`src/rtl/core/lzd_pkg.sv`:
```
// package for the lz77 token stream decompressor
// holds window sizing, parser and back-end state types and the queue command type
`default_nettype none

package lzd_pkg;

    // history depth, a power of two from 256 to 65536
    localparam int WINDOW_DEPTH = 65536;
    localparam int PTR_W        = $clog2(WINDOW_DEPTH);
    localparam int HELD_W       = PTR_W + 1;
    localparam int DIST_W       = 16;
    localparam int CMP_W        = DIST_W + 1;
    localparam int LEN_W        = 6;

    // command queue between parser and copy engine
    localparam int CMD_DEPTH    = 4;
    localparam int CMD_PTR_W    = $clog2(CMD_DEPTH);
    localparam int CMD_CNT_W    = CMD_PTR_W + 1;

    localparam logic [7:0] MATCH_SHORT_BASE = 8'd128;
    localparam logic [7:0] MATCH_LONG_BASE  = 8'd192;

    typedef enum logic [1:0] {
        PH_HEADER,
        PH_OFFSET_ONE,
        PH_OFFSET_HIGH,
        PH_OFFSET_LOW
    } parse_phase_t;

    typedef enum logic {
        BK_IDLE,
        BK_COPY
    } back_state_t;

    typedef enum logic {
        CMD_LITERAL,
        CMD_MATCH
    } cmd_kind_t;

    typedef struct packed {
        cmd_kind_t             kind;
        logic [7:0]            lit;
        logic [LEN_W-1:0]      len;
        logic [DIST_W-1:0]     offset;
    } cmd_t;

    typedef struct packed {
        logic full;
        logic empty;
    } queue_status_t;

endpackage

`default_nettype wire

```
`src/rtl/core/lzd_front.sv`:
```
// token parser: turns compressed bytes into literal and match commands
// depends on lzd_pkg
`default_nettype none

module lzd_front (
    input  wire logic                  clk,
    input  wire logic                  rst_n,
    input  wire logic                  in_valid,
    input  wire logic [7:0]            in_byte,
    output logic                       in_ready,
    input  wire lzd_pkg::queue_status_t q_status,
    output logic                       push,
    output lzd_pkg::cmd_t              push_cmd
);
    import lzd_pkg::*;

    parse_phase_t           phase_reg, phase_next;
    logic [LEN_W-1:0]       len_reg, len_next;
    logic [7:0]             off_hi_reg, off_hi_next;
    logic                   accept;

    assign in_ready = !q_status.full;
    assign accept   = in_valid && in_ready;

    always_comb
    begin
        phase_next      = phase_reg;
        len_next        = len_reg;
        off_hi_next     = off_hi_reg;
        push            = 1'b0;
        push_cmd.kind   = CMD_LITERAL;
        push_cmd.lit    = in_byte;
        push_cmd.len    = len_reg;
        push_cmd.offset = DIST_W'(in_byte);
        if (accept)
        begin
            case (phase_reg)
                PH_HEADER:
                begin
                    if (in_byte < MATCH_SHORT_BASE)
                    begin
                        push = 1'b1;
                    end
                    else
                    begin
                        len_next   = in_byte[LEN_W-1:0];
                        phase_next = (in_byte < MATCH_LONG_BASE) ? PH_OFFSET_ONE
                                                                 : PH_OFFSET_HIGH;
                    end
                end
                PH_OFFSET_ONE:
                begin
                    // zero length match emits nothing, so drop it here
                    push          = (len_reg != '0);
                    push_cmd.kind = CMD_MATCH;
                    len_next      = '0;
                    phase_next    = PH_HEADER;
                end
                PH_OFFSET_HIGH:
                begin
                    off_hi_next = in_byte;
                    phase_next  = PH_OFFSET_LOW;
                end
                PH_OFFSET_LOW:
                begin
                    push            = (len_reg != '0);
                    push_cmd.kind   = CMD_MATCH;
                    push_cmd.offset = {off_hi_reg, in_byte};
                    len_next        = '0;
                    phase_next      = PH_HEADER;
                end
                default:
                begin
                    phase_next = PH_HEADER;
                end
            endcase
        end
    end

    always_ff @(posedge clk or negedge rst_n)
    begin
        if (!rst_n)
        begin
            phase_reg  <= PH_HEADER;
            len_reg    <= '0;
            off_hi_reg <= '0;
        end
        else
        begin
            phase_reg  <= phase_next;
            len_reg    <= len_next;
            off_hi_reg <= off_hi_next;
        end
    end

endmodule

`default_nettype wire

```
`config.mk`:
```
export PLATFORM = sky130hd
export DESIGN_NAME = lzd_front
export DESIGN_NICKNAME = d
export VERILOG_FILES = /design/src/rtl/core/lzd_pkg.sv /design/src/rtl/core/lzd_front.sv
export SDC_FILE = /design/constraint.sdc
export NUM_CORES = 1
export LEC_CHECK = 0
export BUFFER_PORTS_ARGS = -buffer_cell sky130_fd_sc_hd__buf_2
export CAP_MARGIN = 10
export CELL_PAD_IN_SITES_DETAIL_PLACEMENT = 0
export CELL_PAD_IN_SITES_GLOBAL_PLACEMENT = 1
export CORE_UTILIZATION = 34
export DETAILED_ROUTE_END_ITERATION = 16
export PLACE_DENSITY_LB_ADDON = 0.1
export SLEW_MARGIN = 20
export SYNTH_ARGS = -nofsm -noshare
export SYNTH_HDL_FRONTEND = slang
export SYNTH_SLANG_ARGS = --single-unit
```
`constraint.sdc`:
```
create_clock -name clk -period 1.7 [get_ports clk]
set_input_delay 0.17 -clock clk [delete_from_list [all_inputs] [get_ports clk]]
set_output_delay 0.17 -clock clk [all_outputs]
set_load 0.005 [all_outputs]
```
==> out/metrics.cfg <==
[global_route]
grt_overflow = 0
grt_pass1_vias = 685
grt_max_degree = 17
track_usage = 0.137
antenna_found_initial = 0
grt_pass1_wl_mm = 3.35

[power_and_ir_drop]
power_density_nw_per_um2 = 1320
ir_drop_mv = 0.457
leakage_nw = 0.627

[worst_setup_path]
ff2ff_setup_slack_ns = 0.38
worstPathRequired_ns = 1.53
cp.depth = 4
cpMaxStageDelayCell = or4_4
cpLargestDelayFamily = simple AND/OR/NAND/NOR gates
startpoint = len_reg[0]$_DFFE_PN0P_
worstSetupEndpointType = output pin
worstPathCellList = or4_4 > o31ai_4 > a21oi_1 > buf_2
ff2ff_path_depth = 3
worst-path-buf-inv = 1
r2r-end = off_hi_reg[3]$_DFFE_PN0P_
crit_type = flop to output pin
path_max_fanout = 2
slowest_delay_ns = 0.55
startpoint_type = flop
timing.rr.start = phase_reg[0]$_DFFE_PN0P_
worstPathArrival_ns = 1.59

[hold_path]
holdCritPathClass = input pin to flop
hold_start = in_byte[5]
whs_path_depth = 2
holdPathEnd = off_hi_reg[5]$_DFFE_PN0P_

[final_layout]
drive_above_1_share = 0.587
num-fill-cells = 288
largest_reg_flops = 8
syn_to_final_growth_pct = 18.1
mostFrequentLayoutCells = buf_2 (44), dfrtp_1 (15), and2_1 (8), mux2_4 (8), inv_1 (7)
fin_cells = 157
layout_commonest_cell = buf_2
diodes = 0
fin_nets = 141

[clock_network]
path_clk_slew_ns = 0.10
clockRootBuffer = clkbuf_4
htreeDepth = 1
clockBufferDepth = 2
cts_tree = yes
numCtsBuffers = 3
cts.sinks = 16
clk_latency_ns = 0.29

[sta]
slew_headroom = 0.746
setup_viol = 1
fin_worst_hold_slack_ns = 0.146
final.period_utilization = 1.04
final.setup_skew_ns = 0.0134
finalHoldViolations = 0
setup_slack_ns = -0.0629
final.min_clock_period_ns = 1.76
grt_setup_unrepaired = true
final_max_slew_viol_count = 0
fmax_mhz = 567
worst_pin_slew_ns = 0.380

[synthesis]
yosys_warnings = 0
syn_area_sq_um = 1030
syn_avg_cell_area_sq_um = 11.1
ys_seq_area_frac = 0.389
synth_fp_nets = 106
ys_seq_elements = 16
netlist_instances = 93
yosysUniqueCellTypes = 25

[place]
globalplace.congestion = 0.680
pre_cts_ws_ns = 0.184
place_inst = 151
io_buffers = 44
dp_hpwl_mm = 1.48

[floorplan]
die-area_sq_um = 3250
start_util = 0.367
num_rows = 19
fp.coreArea_sq_um = 2810
num_io_pins = 46
die_w_microns = 57
die_h_microns = 57

[flow_run]
max-cap-violations = 0

[route]
wirelength_mm = 2.07
ant_nets = 0
vias = 731
firstDrtPassIters = 10
first_iter_violations = 19
wire_per_inst_microns = 13.2
drc_errors = 4
vias_per_cell = 4.66

[outcome]
violations = DRC, setup timing
status = finished, violations left

## metrics by stage
step	setup TNS, ns	total power [W]	area [sq um]	utilization
floorplan	0	0.00117	1030	-
global placement	0	0.00134	1150	0.409
detailed placement	0	0.00136	1150	0.409
CTS	-0.117	0.00160	1200	0.426
global route	-0.144	0.00173	1210	0.433
finish	-0.0629	0.00161	1210	0.433
## logic make-up (layout without fill, tap and decap cells)
family | after synthesis | count (layout) | synth area share
and+or+nand+nor | 31 | 31 | 0.187
buffers and inverters | 27 | 60 | 0.181
DFF | 16 | 16 | 0.389
AOI/OAI and AO/OA | 11 | 11 | 0.125
muxes | 8 | 8 | 0.117
## how the worst max path moves through the flow
stage / end / slack (ns)
after floorplan: push / 0.34
after global placement: push / 0.21
after detailed placement: push / 0.18
after CTS: push / -0.12
after global routing: push / -0.14
final: push / -0.06
## power breakdown
| part | switching (W) | total, W | internal (W) | leakage (nW) |
|---|---|---|---|---|
| Combinational | 0.000271 | 0.000681 | 0.000410 | 0.429 |
| Clock | 0.000116 | 0.000198 | 0.0000821 | 0.0138 |
| Sequential | 0.000162 | 0.000728 | 0.000566 | 0.183 |
## metal layers
layer  GRT usage  vias up  part of all wire
met5           0        -                 0
met2       0.195       24              0.42
met4      0.0523        0            0.0082
li1            -      366                 -
met3      0.0272        2             0.043
met1       0.204      339              0.53
## cell type report
| type | count | area, sq um | share of cell area |
|---|---|---|---|
| inverter | 8 | 32.5 | 0.0268 |
| timing repair buffer | 49 | 260 | 0.214 |
| multi-input combinational | 50 | 459 | 0.378 |
| clock buffer | 3 | 22.5 | 0.0185 |
| tap | 31 | 38.8 | 0.0319 |
| sequential | 16 | 402 | 0.331 |
## synthesized netlist by cell type
master / n / area [sq um]
mux2_4: 8 / 120
or2_4: 1 / 8.76
or3_1: 1 / 6.26
nor2b_4: 1 / 13.8
inv_4: 1 / 6.26
o21ai_0: 1 / 5.00
and3_1: 1 / 6.26
o311ai_2: 6 / 97.6
nor2b_1: 1 / 6.26
inv_1: 7 / 26.3
nand2b_2: 1 / 8.76
and3_4: 1 / 11.3
or4_1: 1 / 7.51
a31oi_1: 1 / 6.26
nor2_1: 2 / 7.51
buf_4: 16 / 120
o31ai_1: 1 / 7.51
a21oi_1: 1 / 5.00
buf_6: 3 / 33.8
nand2_1: 6 / 22.5
o211ai_1: 1 / 7.51
nand3_1: 6 / 30.0
dfrtp_1: 16 / 400
and2_1: 8 / 50.1
nand2b_4: 1 / 13.8
## repair_timing
item	in CTS	in global routing
cloned	0	0
hold endpoints to repair	16	0
pin swaps	0	1
setup buffers	2	0
hold buffers	1	0
setup endpoints to repair	1	9
resized for setup	0	4
## worst reg2reg max path, delay by kind of cell, from the launching register on
kind	cells	cell delay [ns]
flip-flops	1	0.50
multiplexers	1	0.32
AND/OR/NAND/NOR	1	0.29
buffers and inverters	1	0.08
No activity file was read; power rests on OpenSTA's default activity.
