[config.mk]
export PLATFORM = sky130hd
export DESIGN_NAME = lzd_cmd_fifo
export DESIGN_NICKNAME = d
export VERILOG_FILES = /design/src/rtl/core/lzd_pkg.sv /design/src/rtl/core/lzd_cmd_fifo.sv
export SDC_FILE = /design/constraint.sdc
export NUM_CORES = 1
export LEC_CHECK = 0
export BUFFER_PORTS_ARGS = -buffer_cell sky130_fd_sc_hd__buf_4
export CORE_MARGIN = 2
export CORE_UTILIZATION = 55
export CTS_CLUSTER_SIZE = 24
export DETAILED_ROUTE_END_ITERATION = 6
export PLACE_DENSITY = 0.85
export SETUP_SLACK_MARGIN = 0.5
export SLEW_MARGIN = 20
export SYNTH_ARGS = -nofsm -noshare
export SYNTH_HDL_FRONTEND = slang
export SYNTH_SLANG_ARGS = --single-unit
export TNS_END_PERCENT = 10
[constraint.sdc]
create_clock -name clk -period 6.03 [get_ports clk]
set_input_delay 1.206 -clock clk [delete_from_list [all_inputs] [get_ports clk]]
set_output_delay 1.206 -clock clk [all_outputs]
set_load 0.02 [all_outputs]
[src/rtl/core/lzd_pkg.sv]
// package for the lz77 token stream decompressor
// holds window sizing, parser and back-end state types and the queue command type
`default_nettype none

package lzd_pkg;

    // history depth, a power of two from 256 to 65536
    localparam int WINDOW_DEPTH = 65536;
    localparam int PTR_W        = $clog2(WINDOW_DEPTH);
    localparam int HELD_W       = PTR_W + 1;
    localparam int DIST_W       = 16;
    localparam int CMP_W        = DIST_W + 1;
    localparam int LEN_W        = 6;

    // command queue between parser and copy engine
    localparam int CMD_DEPTH    = 4;
    localparam int CMD_PTR_W    = $clog2(CMD_DEPTH);
    localparam int CMD_CNT_W    = CMD_PTR_W + 1;

    localparam logic [7:0] MATCH_SHORT_BASE = 8'd128;
    localparam logic [7:0] MATCH_LONG_BASE  = 8'd192;

    typedef enum logic [1:0] {
        PH_HEADER,
        PH_OFFSET_ONE,
        PH_OFFSET_HIGH,
        PH_OFFSET_LOW
    } parse_phase_t;

    typedef enum logic {
        BK_IDLE,
        BK_COPY
    } back_state_t;

    typedef enum logic {
        CMD_LITERAL,
        CMD_MATCH
    } cmd_kind_t;

    typedef struct packed {
        cmd_kind_t             kind;
        logic [7:0]            lit;
        logic [LEN_W-1:0]      len;
        logic [DIST_W-1:0]     offset;
    } cmd_t;

    typedef struct packed {
        logic full;
        logic empty;
    } queue_status_t;

endpackage

`default_nettype wire

[src/rtl/core/lzd_cmd_fifo.sv]
// small command queue between parser and copy engine
// depends on lzd_pkg
`default_nettype none

module lzd_cmd_fifo (
    input  wire logic                   clk,
    input  wire logic                   rst_n,
    input  wire logic                   push,
    input  wire lzd_pkg::cmd_t          push_cmd,
    input  wire logic                   pop,
    output lzd_pkg::cmd_t               head_cmd,
    output lzd_pkg::queue_status_t      status
);
    import lzd_pkg::*;

    cmd_t                   entry_reg [CMD_DEPTH];
    logic [CMD_PTR_W-1:0]   wr_ptr_reg, wr_ptr_next;
    logic [CMD_PTR_W-1:0]   rd_ptr_reg, rd_ptr_next;
    logic [CMD_CNT_W-1:0]   count_reg, count_next;
    logic                   do_push, do_pop;

    assign status.full  = (count_reg == CMD_CNT_W'(CMD_DEPTH));
    assign status.empty = (count_reg == '0);
    assign do_push      = push && !status.full;
    assign do_pop       = pop && !status.empty;
    assign head_cmd     = entry_reg[rd_ptr_reg];

    always_comb
    begin
        wr_ptr_next = do_push ? wr_ptr_reg + 1'b1 : wr_ptr_reg;
        rd_ptr_next = do_pop ? rd_ptr_reg + 1'b1 : rd_ptr_reg;
        count_next  = count_reg;
        if (do_push && !do_pop)
        begin
            count_next = count_reg + 1'b1;
        end
        else if (do_pop && !do_push)
        begin
            count_next = count_reg - 1'b1;
        end
    end

    always_ff @(posedge clk or negedge rst_n)
    begin
        if (!rst_n)
        begin
            wr_ptr_reg <= '0;
            rd_ptr_reg <= '0;
            count_reg  <= '0;
        end
        else
        begin
            wr_ptr_reg <= wr_ptr_next;
            rd_ptr_reg <= rd_ptr_next;
            count_reg  <= count_next;
        end
    end

    always_ff @(posedge clk)
    begin
        if (do_push)
        begin
            entry_reg[wr_ptr_reg] <= push_cmd;
        end
    end

endmodule

`default_nettype wire

==> qor.txt, run 1 <==
reg2reg setup slack = 3790 ps
WS Path Type = register to output pin
Pwr per Cell Area = 538.7 nW/um2
vias in the first global route = 2391
WP data required = 4820 ps
Post-Synth Adder-Cell Area = 0.01670
leak pwr = 2.175 nW
dominant cells by area after synthesis = edfxtp_1, mux4_2, dfrtp_1, mux4_1, ha_1
Reg2Reg Depth = 3
top-area cell type share of the netlist area = 0.7530
Synth cell types = 21
Peak supply drop = 0.2689 mV
Post-synth EDFFs = 124
nets = 318
Die Y = 98.82 um
diodes inserted = 0
CTS clock-pin slew for the worst setup and hold paths = 60 ps
antenna violations before repair = 0
crit path max fanout = 33
vias per cell = 5.570
syn_area_per_cell = 24.97 um2
Compound-Gate Fraction of Synth Area = 0
CTS H-tree lvls = 4
root buf cell = clkbuf_8
final WL = 7.970 mm
asr flop ratio synth = 0.05344
DRC Markers = 0
global-route wire length before repair = 12.36 mm
# clock sinks = 131
fin crit period = 3399 ps
Slew headroom = 0.4295
Tcrit/Tclk final = 0.5636
Setup Skew = 8.518 ps
Rows = 34
setup TNS = 0 ps
reg-to-reg critical path startpoint = count_reg[2]
area grow syn2layout = 23.33%
share of layout cells above drive strength 1 = 0.4655
RSZ-0062 raised after global routing = false
largest net degree at the start of global routing = 34
Placed Cells = 366
DP Worst Slack = 2837 ps
most common cell in the netlist = edfxtp_1
dpl hpwl = 4.525 mm
Synth Area in XOR/XNOR = 0.01063
Startpoint Class = register
WL/cell = 20.03 um
Synth Flop Type = edfxtp_1
max reg flops = 124
area leader, netlist = edfxtp_1
Yosys reg bits = 131
mux cell area share after synthesis = 0.1488
core area = 8721 um2
simple-gate share of the synthesized area = 0.01265
routed vias = 2217
hold violation total from the final report = 0
Max Clk Rate = 294.2 MHz
post-CTS setup buffers = 0
largest family of logic cells by synthesized area = multiplexers
worst hold slack = 492.2 ps
status = finished, final reports clean
register area share after synthesis = 0.7885
arrival time worst endpoint = 2190 ps
Reg2Reg Capture Point = entry_reg[2][11]
Worst Tran Pin Value = 855.8 ps
Pins Over Slew Limit = 0
Initial Utilization = 0.5670
most instantiated cells after synthesis = edfxtp_1, mux4_2, dfrtp_1
total grt overflow = 0
Total Power = 3.285 mW
Final Util = 0.6993
Skew-Pair Late Insertion Delay = 510 ps
Die ar. = 9764 um2
io pins = 68
Max-Cap Viols = 0
Post-CTS Hold Fix Bufs = 0
dpl cell area = 5499 um2
CTS tree = yes
Worst setup EP type = output pin
synthesized cell area = 4945 um2
Post-Layout Inst Area = 6098 um2
Initial DRT Pass Iterations = 4
yosys warns = 0
Synth Instances = 198
ANT nets after route = 0
RePlAce Congestion = 0.7007
post-route insts no fill = 398
post-CTS sizing = 0
Die X = 98.82 um
clk buf depth = 2
total track usage = 0.1761
setup ws final = 2631 ps
Synth Net Count = 239
Setup Viol. Count Final = 0
Min-Delay Path Class = input pin to async pin
Port Buffers = 67
number of DRC markers in iteration 0 = 116
cts bufs inserted = 17
## where the power goes
group	leakage, nW	switching, mW	total [mW]	internal (mW)
Clock	0.294	0.370	1.00	0.634
Sequential	1.22	0.125	1.34	1.21
Combinational	0.665	0.482	0.943	0.461
## critical path, stage by stage (launching register included)
cell     delay, ps
dfrtp_4        850
mux4_2         620
buf_4          180
## per-layer routing
layer  part of all wire  GRT usage
met2               0.54     0.2963
met3              0.048    0.05887
met1               0.39     0.2050
met5                  0          0
met4              0.019    0.08430
## worst max path at each step
stage                      end     startpoint  depth (start not counted)  slack (ps)
2_1_floorplan  entry_reg[0][0]           push                          3        3380
3_3_place_gp      head_cmd[25]  rd_ptr_reg[0]                          2        2860
3_5_place_dp      head_cmd[24]  rd_ptr_reg[0]                          2        2840
4_1_cts           head_cmd[24]  rd_ptr_reg[0]                          2        2300
5_1_grt           head_cmd[25]  rd_ptr_reg[0]                          2        2490
6_report           head_cmd[6]  rd_ptr_reg[0]                          2        2630
## cells by family after synthesis
logic type / Yosys count
flops: 131
mux: 33
buf+inv: 12
simple gates: 10
xor+xnor: 6
fa+ha+maj: 6
## cell type report
type | instances | area (um2)
inverters | 4 | 15.01
multi-input cells | 55 | 938.4
repair buffers | 68 | 510.5
clock buffers | 18 | 417.9
flip-flops and latches | 131 | 3902
clock inverters | 14 | 178.9
well taps | 108 | 135.1
fillers | 516 | 2623
## cell usage in the layout (no fill, tap or decap)
cell type	count
clkbuf_8	1
nor2_1	1
fa_1	1
and2_2	4
clkbuf_16	16
mux4_2	28
mux2_2	1
nor2b_1	1
dfrtp_1	6
mux4_1	3
nand2_1	1
clkbuf_1	1
clkinv_4	7
xnor2_1	4
xor2_1	2
ha_1	5
dfrtp_4	1
buf_4	68
nor3b_2	1
mux2_4	1
nand3_1	1
or3_1	1
inv_1	4
inv_6	2
bufinv_16	3
edfxtp_1	124
clkinv_2	2
(Power assumes the default switching activity.)
==> run 2: changes to the inputs <==
--- a/config.mk
+++ b/config.mk
@@ -7,10 +7,10 @@
 export LEC_CHECK = 0
 export BUFFER_PORTS_ARGS = -buffer_cell sky130_fd_sc_hd__buf_4
 export CORE_MARGIN = 2
-export CORE_UTILIZATION = 55
+export CORE_UTILIZATION = 51
 export CTS_CLUSTER_SIZE = 24
 export DETAILED_ROUTE_END_ITERATION = 6
-export PLACE_DENSITY = 0.85
+export PLACE_DENSITY = 0.83
 export SETUP_SLACK_MARGIN = 0.5
 export SLEW_MARGIN = 20
 export SYNTH_ARGS = -nofsm -noshare
==> constraint.sdc (replaced) <==
create_clock -name clk -period 2.7 [get_ports clk]
set_input_delay 0.54 -clock clk [delete_from_list [all_inputs] [get_ports clk]]
set_output_delay 0.54 -clock clk [all_outputs]
set_load 0.02 [all_outputs]
==> qor.txt, run 2 (synthesized netlist as in run 1, its figures left out) <==
reg2reg setup slack = 580 ps
most frequent cells in the layout = edfxtp_1, buf_4, mux4_2
setup TNS = 0 ps
Tcrit/Tclk final = 0.9109
Max-Cap Viols = 0
Setup Viol. Count Final = 0
Placed Cells = 396
fin crit period = 2459 ps
Reg2Reg Capture Point = count_reg[2]
post-route insts no fill = 432
Die Y = 102.5 um
Initial DRT Pass Iterations = 4
nets = 331
RePlAce Congestion = 0.7559
total grt overflow = 0
clk buf depth = 2
root buf cell = clkbuf_8
Initial Utilization = 0.5301
final WL = 8.199 mm
leak pwr = 2.243 nW
ANT nets after route = 0
io pins = 68
CTS clock-pin slew for the worst setup and hold paths = 60 ps
met1 Usage GRT = 0.2219
CP Launch Point = rd_ptr_reg[0]
CTS H-tree lvls = 4
Peak supply drop = 0.6360 mV
Setup Skew = 11.08 ps
share of layout cells above drive strength 1 = 0.4917
most common cell after layout, fill and taps aside = edfxtp_1
Die X = 102.5 um
cts bufs inserted = 17
vias per cell = 5.250
worst setup path endpoint = head_cmd[26]
Pins Over Slew Limit = 0
CP max stage cell = dfrtp_4
Reg2Reg Depth = 8
cells along the critical path = buf_12 -> buf_16 -> mux4_2 -> buf_6
WP data required = 2160 ps
Worst Tran Pin Value = 374.0 ps
core area = 9328 um2
hold violation total from the final report = 0
Port Buffers = 67
WL/cell = 18.98 um
Buf/Inv on CP = 3
delay-heaviest family, CP = flip-flops
met3 Use GR = 0.05746
Min-Delay Path Class = input pin to register
max reg flops = 124
Skew-Pair Late Insertion Delay = 510 ps
Total Power = 7.576 mW
status = finished, final reports clean
diodes inserted = 0
vias in the first global route = 2365
DRC Markers = 0
Rows = 35
arrival time worst endpoint = 1920 ps
WP depth = 4
largest net degree at the start of global routing = 25
global-route wire length before repair = 12.55 mm
total track usage = 0.1721
area grow syn2layout = 27.56%
reg-to-reg critical path startpoint = count_reg[0]
Slew headroom = 0.7507
Pwr per Cell Area = 1201 nW/um2
routed vias = 2268
number of DRC markers in iteration 0 = 101
CTS tree = yes
GR Layer Usage met2 = 0.2685
crit path max fanout = 8
Max Clk Rate = 406.6 MHz
Worst setup EP type = output pin
# clock sinks = 131
max incr delay on CP = 520 ps
Die ar. = 10500 um2
antenna violations before repair = 0
dpl hpwl = 4.958 mm
RSZ-0062 raised after global routing = true
global route hottest layer = met2
WS Path Type = register to output pin
Startpoint Class = register
[run 2: changes by cell type in the layout (fill, tap and decap cells not counted), sizes merged]
cell / change
buf: +12
inv: +4
clkinvlp: +4
bufinv: -1
clkinv: -7
dlygate4sd3: +1
[run 2: worst min path at each step]
stage                 start               end  slack (ps)  cells after the start
2_1_floorplan         rst_n      count_reg[0]         240                      0
3_3_place_gp          rst_n     wr_ptr_reg[1]         360                      1
3_5_place_dp          rst_n     wr_ptr_reg[1]         360                      1
4_1_cts        push_cmd[12]  entry_reg[0][12]         200                      1
5_1_grt        push_cmd[12]  entry_reg[3][12]         200                      1
6_report       push_cmd[12]  entry_reg[0][12]         230                      1
[run 2: timing repair]
| action | 4_1_cts | 5_1_grt |
|---|---|---|
| cloned | 1 | 0 |
| endpoints found under the setup margin | 31 | 33 |
| resized for setup | 13 | 1 |
| endpoints found under the hold margin | 7 | 0 |
| hold buffers | 1 | 0 |
| buffers inserted | 2 | 0 |
| pin swaps | 0 | 0 |
[run 2: final cells by class]
cell class                      instances  area (um2)
Clock buffer                           18       417.9
Timing Repair Buffer                   81       726.9
Clock inverter                         14       151.4
Inverter                                4       15.01
Tap cell                              129       161.4
Multi-Input combinational cell         55       930.9
Sequential cell                       131        3904
Fill cell                             597        3020
[run 2: worst reg2reg max path: stages (launching register included)]
cell and delay [ps]:
dfrtp_1 440, or3_1 450, nand2_1 140, ha_1 190, inv_1 60, fa_1 380
xor2_1 150, nor2_1 110, xor2_1 150
[run 2: routing by layer]
metal  wire length (um)  up-vias
met4                128        0
met2               4071       66
met1               3579     1172
met5                  0        -
met3                419       15
li1                   -     1015
[run 2: metrics by stage]
stage	cell area [um2]	utilization	hold WS [ps]	setup slack [ps]
floorplan	4945	-	244.4	605.2
global placement	5643	0.6050	359.0	576.5
detailed placement	5643	0.6050	361.7	556.9
CTS	6304	0.6758	203.6	240.6
global route	6307	0.6762	202.6	199.9
finish	6307	0.6762	225.7	240.7
[run 2: where the power goes]
part           switching, mW  internal (mW)
registers              0.174           2.70
clock network          0.841           1.32
logic                   1.25           1.29
==> run 3: changes to the inputs <==
--- a/config.mk
+++ b/config.mk
@@ -10,6 +10,7 @@
 export CORE_UTILIZATION = 51
 export CTS_CLUSTER_SIZE = 24
 export DETAILED_ROUTE_END_ITERATION = 6
+export GPL_TIMING_DRIVEN = 0
 export PLACE_DENSITY = 0.83
 export SETUP_SLACK_MARGIN = 0.5
 export SLEW_MARGIN = 20
==> qor.txt, run 3 (synthesized netlist as in run 1, its figures left out) <==
Fill cells = 598
Buf/Inv on CP = 3
WS Path Type = register to output pin
Worst Tran Pin Value = 357.3 ps
routed vias = 2237
Worst setup EP type = output pin
status = finished, final reports clean
Skew-Pair Late Insertion Delay = 510 ps
Reg2Reg Depth = 8
DRC Markers = 0
Die Y = 102.5 um
Min-Delay Path Class = input pin to register
dpl hpwl = 5.011 mm
max reg flops = 124
global-route wire length before repair = 12.54 mm
arrival time worst endpoint = 1880 ps
reg-to-reg critical path startpoint = count_reg[0]
Setup Viol. Count Final = 0
crit path max fanout = 9
core area = 9328 um2
delay-heaviest family, CP = multiplexers
fin crit period = 2417 ps
total grt overflow = 0
Startpoint Class = register
WP depth = 4
total track usage = 0.1691
Hold Crit Depth = 1
RePlAce Congestion = 0.6758
most common cell after layout, fill and taps aside = edfxtp_1
CTS tree = yes
antenna violations before repair = 0
Tcrit/Tclk final = 0.8951
setup TNS = 0 ps
Pwr per Cell Area = 1197 nW/um2
share of layout cells above drive strength 1 = 0.4817
vias per cell = 5.202
Initial DRT Pass Iterations = 4
cells along the critical path = buf_6 -> buf_12 -> mux4_2 -> buf_4
io pins = 68
Die ar. = 10500 um2
Setup Skew = 12.79 ps
Pins Over Slew Limit = 0
Max Clk Rate = 413.8 MHz
WP data required = 2160 ps
Die X = 102.5 um
Port Buffers = 67
Peak supply drop = 0.6356 mV
WL/cell = 19.03 um
Initial Utilization = 0.5301
diodes inserted = 0
hold violation total from the final report = 0
clk buf depth = 2
Rows = 35
leak pwr = 2.255 nW
area grow syn2layout = 27.35%
# clock sinks = 131
final WL = 8.181 mm
cts bufs inserted = 17
max incr delay on CP = 520 ps
CTS clock-pin slew for the worst setup and hold paths = 60 ps
nets = 331
most frequent cells in the layout = edfxtp_1, buf_4, mux4_2
post-CTS sizing = 0
number of DRC markers in iteration 0 = 141
CTS H-tree lvls = 4
vias in the first global route = 2455
CP max stage cell = mux4_2
CP Launch Point = rd_ptr_reg[0]
worst hold slack = 235.2 ps
RSZ-0062 raised after global routing = true
Max-Cap Viols = 0
root buf cell = clkbuf_8
largest net degree at the start of global routing = 28
Hold Startpoint = push_cmd[7]
Slew headroom = 0.7618
ANT nets after route = 0
run 3: cell count changes in the layout (fill, tap and decap cells not counted), sizes merged:
cell / delta
bufinv: +1
clkbuf: -1
clkinv: +6
clkinvlp: -2
inv: -6
run 3: cell type report:
class	count	area, um2	share of cell area
multi-input cells	55	938.4	0.1490
inverters	4	15.01	0.002384
clock inverters	13	163.9	0.02603
clock buffers	17	414.1	0.06577
repair buffers	73	608.1	0.09656
plain buffers	8	97.59	0.01550
well taps	129	161.4	0.02563
flip-flops and latches	131	3899	0.6191
run 3: power by group:
part           leakage (nW)  internal, mW  switching (mW)
sequential             1.22          2.70           0.128
clock                 0.279          1.39           0.808
combinational         0.758          1.23            1.28
run 3: stage by stage:
step	utilization	std cells	power [mW]	setup slack, ps	instance area, um2
finish	0.6751	430	7.537	283.2	6297
global route	0.6751	430	7.887	207.1	6297
CTS	0.6751	430	7.631	257.2	6297
detailed placement	0.6113	398	5.400	578.5	5702
global placement	0.6013	394	5.272	87.92	5609
floorplan	-	198	4.463	605.2	4945
run 3: worst reg2reg max path, cell delays in order, from the launching register on:
cell and delay (ps):
dfrtp_1 430, or3_1 440, nand2_1 130, ha_1 210, inv_1 70, fa_1 380
xor2_1 150, nor2_1 120, xor2_1 150
run 3: layer usage:
| layer | part of all wire | wire (um) | track usage | vias up |
|---|---|---|---|---|
| li1 | - | - | - | 1011 |
| met1 | 0.42 | 3475 | 0.2073 | 1147 |
| met2 | 0.51 | 4198 | 0.2805 | 69 |
| met3 | 0.049 | 404 | 0.05746 | 10 |
| met4 | 0.013 | 103 | 0.06359 | 0 |
| met5 | 0 | 0 | 0 | - |
run 3: path summary, 6_finish.rpt:
check / to / slack [ps]
setup / recovery: head_cmd[10] / 280
hold / removal: entry_reg[0][7] / 240
setup reg to reg: count_reg[2] / 570
hold reg to reg: count_reg[2] / 480
max in group asynchronous: rd_ptr_reg[1] / 2180
min in group asynchronous: wr_ptr_reg[1] / 390
run 3: what timing repair did:
| action | in CTS | in global routing |
|---|---|---|
| endpoints found under the setup margin | 31 | 33 |
| setup buffers | 1 | 0 |
| hold endpoints to repair | 7 | 0 |
| hold buffers | 1 | 0 |
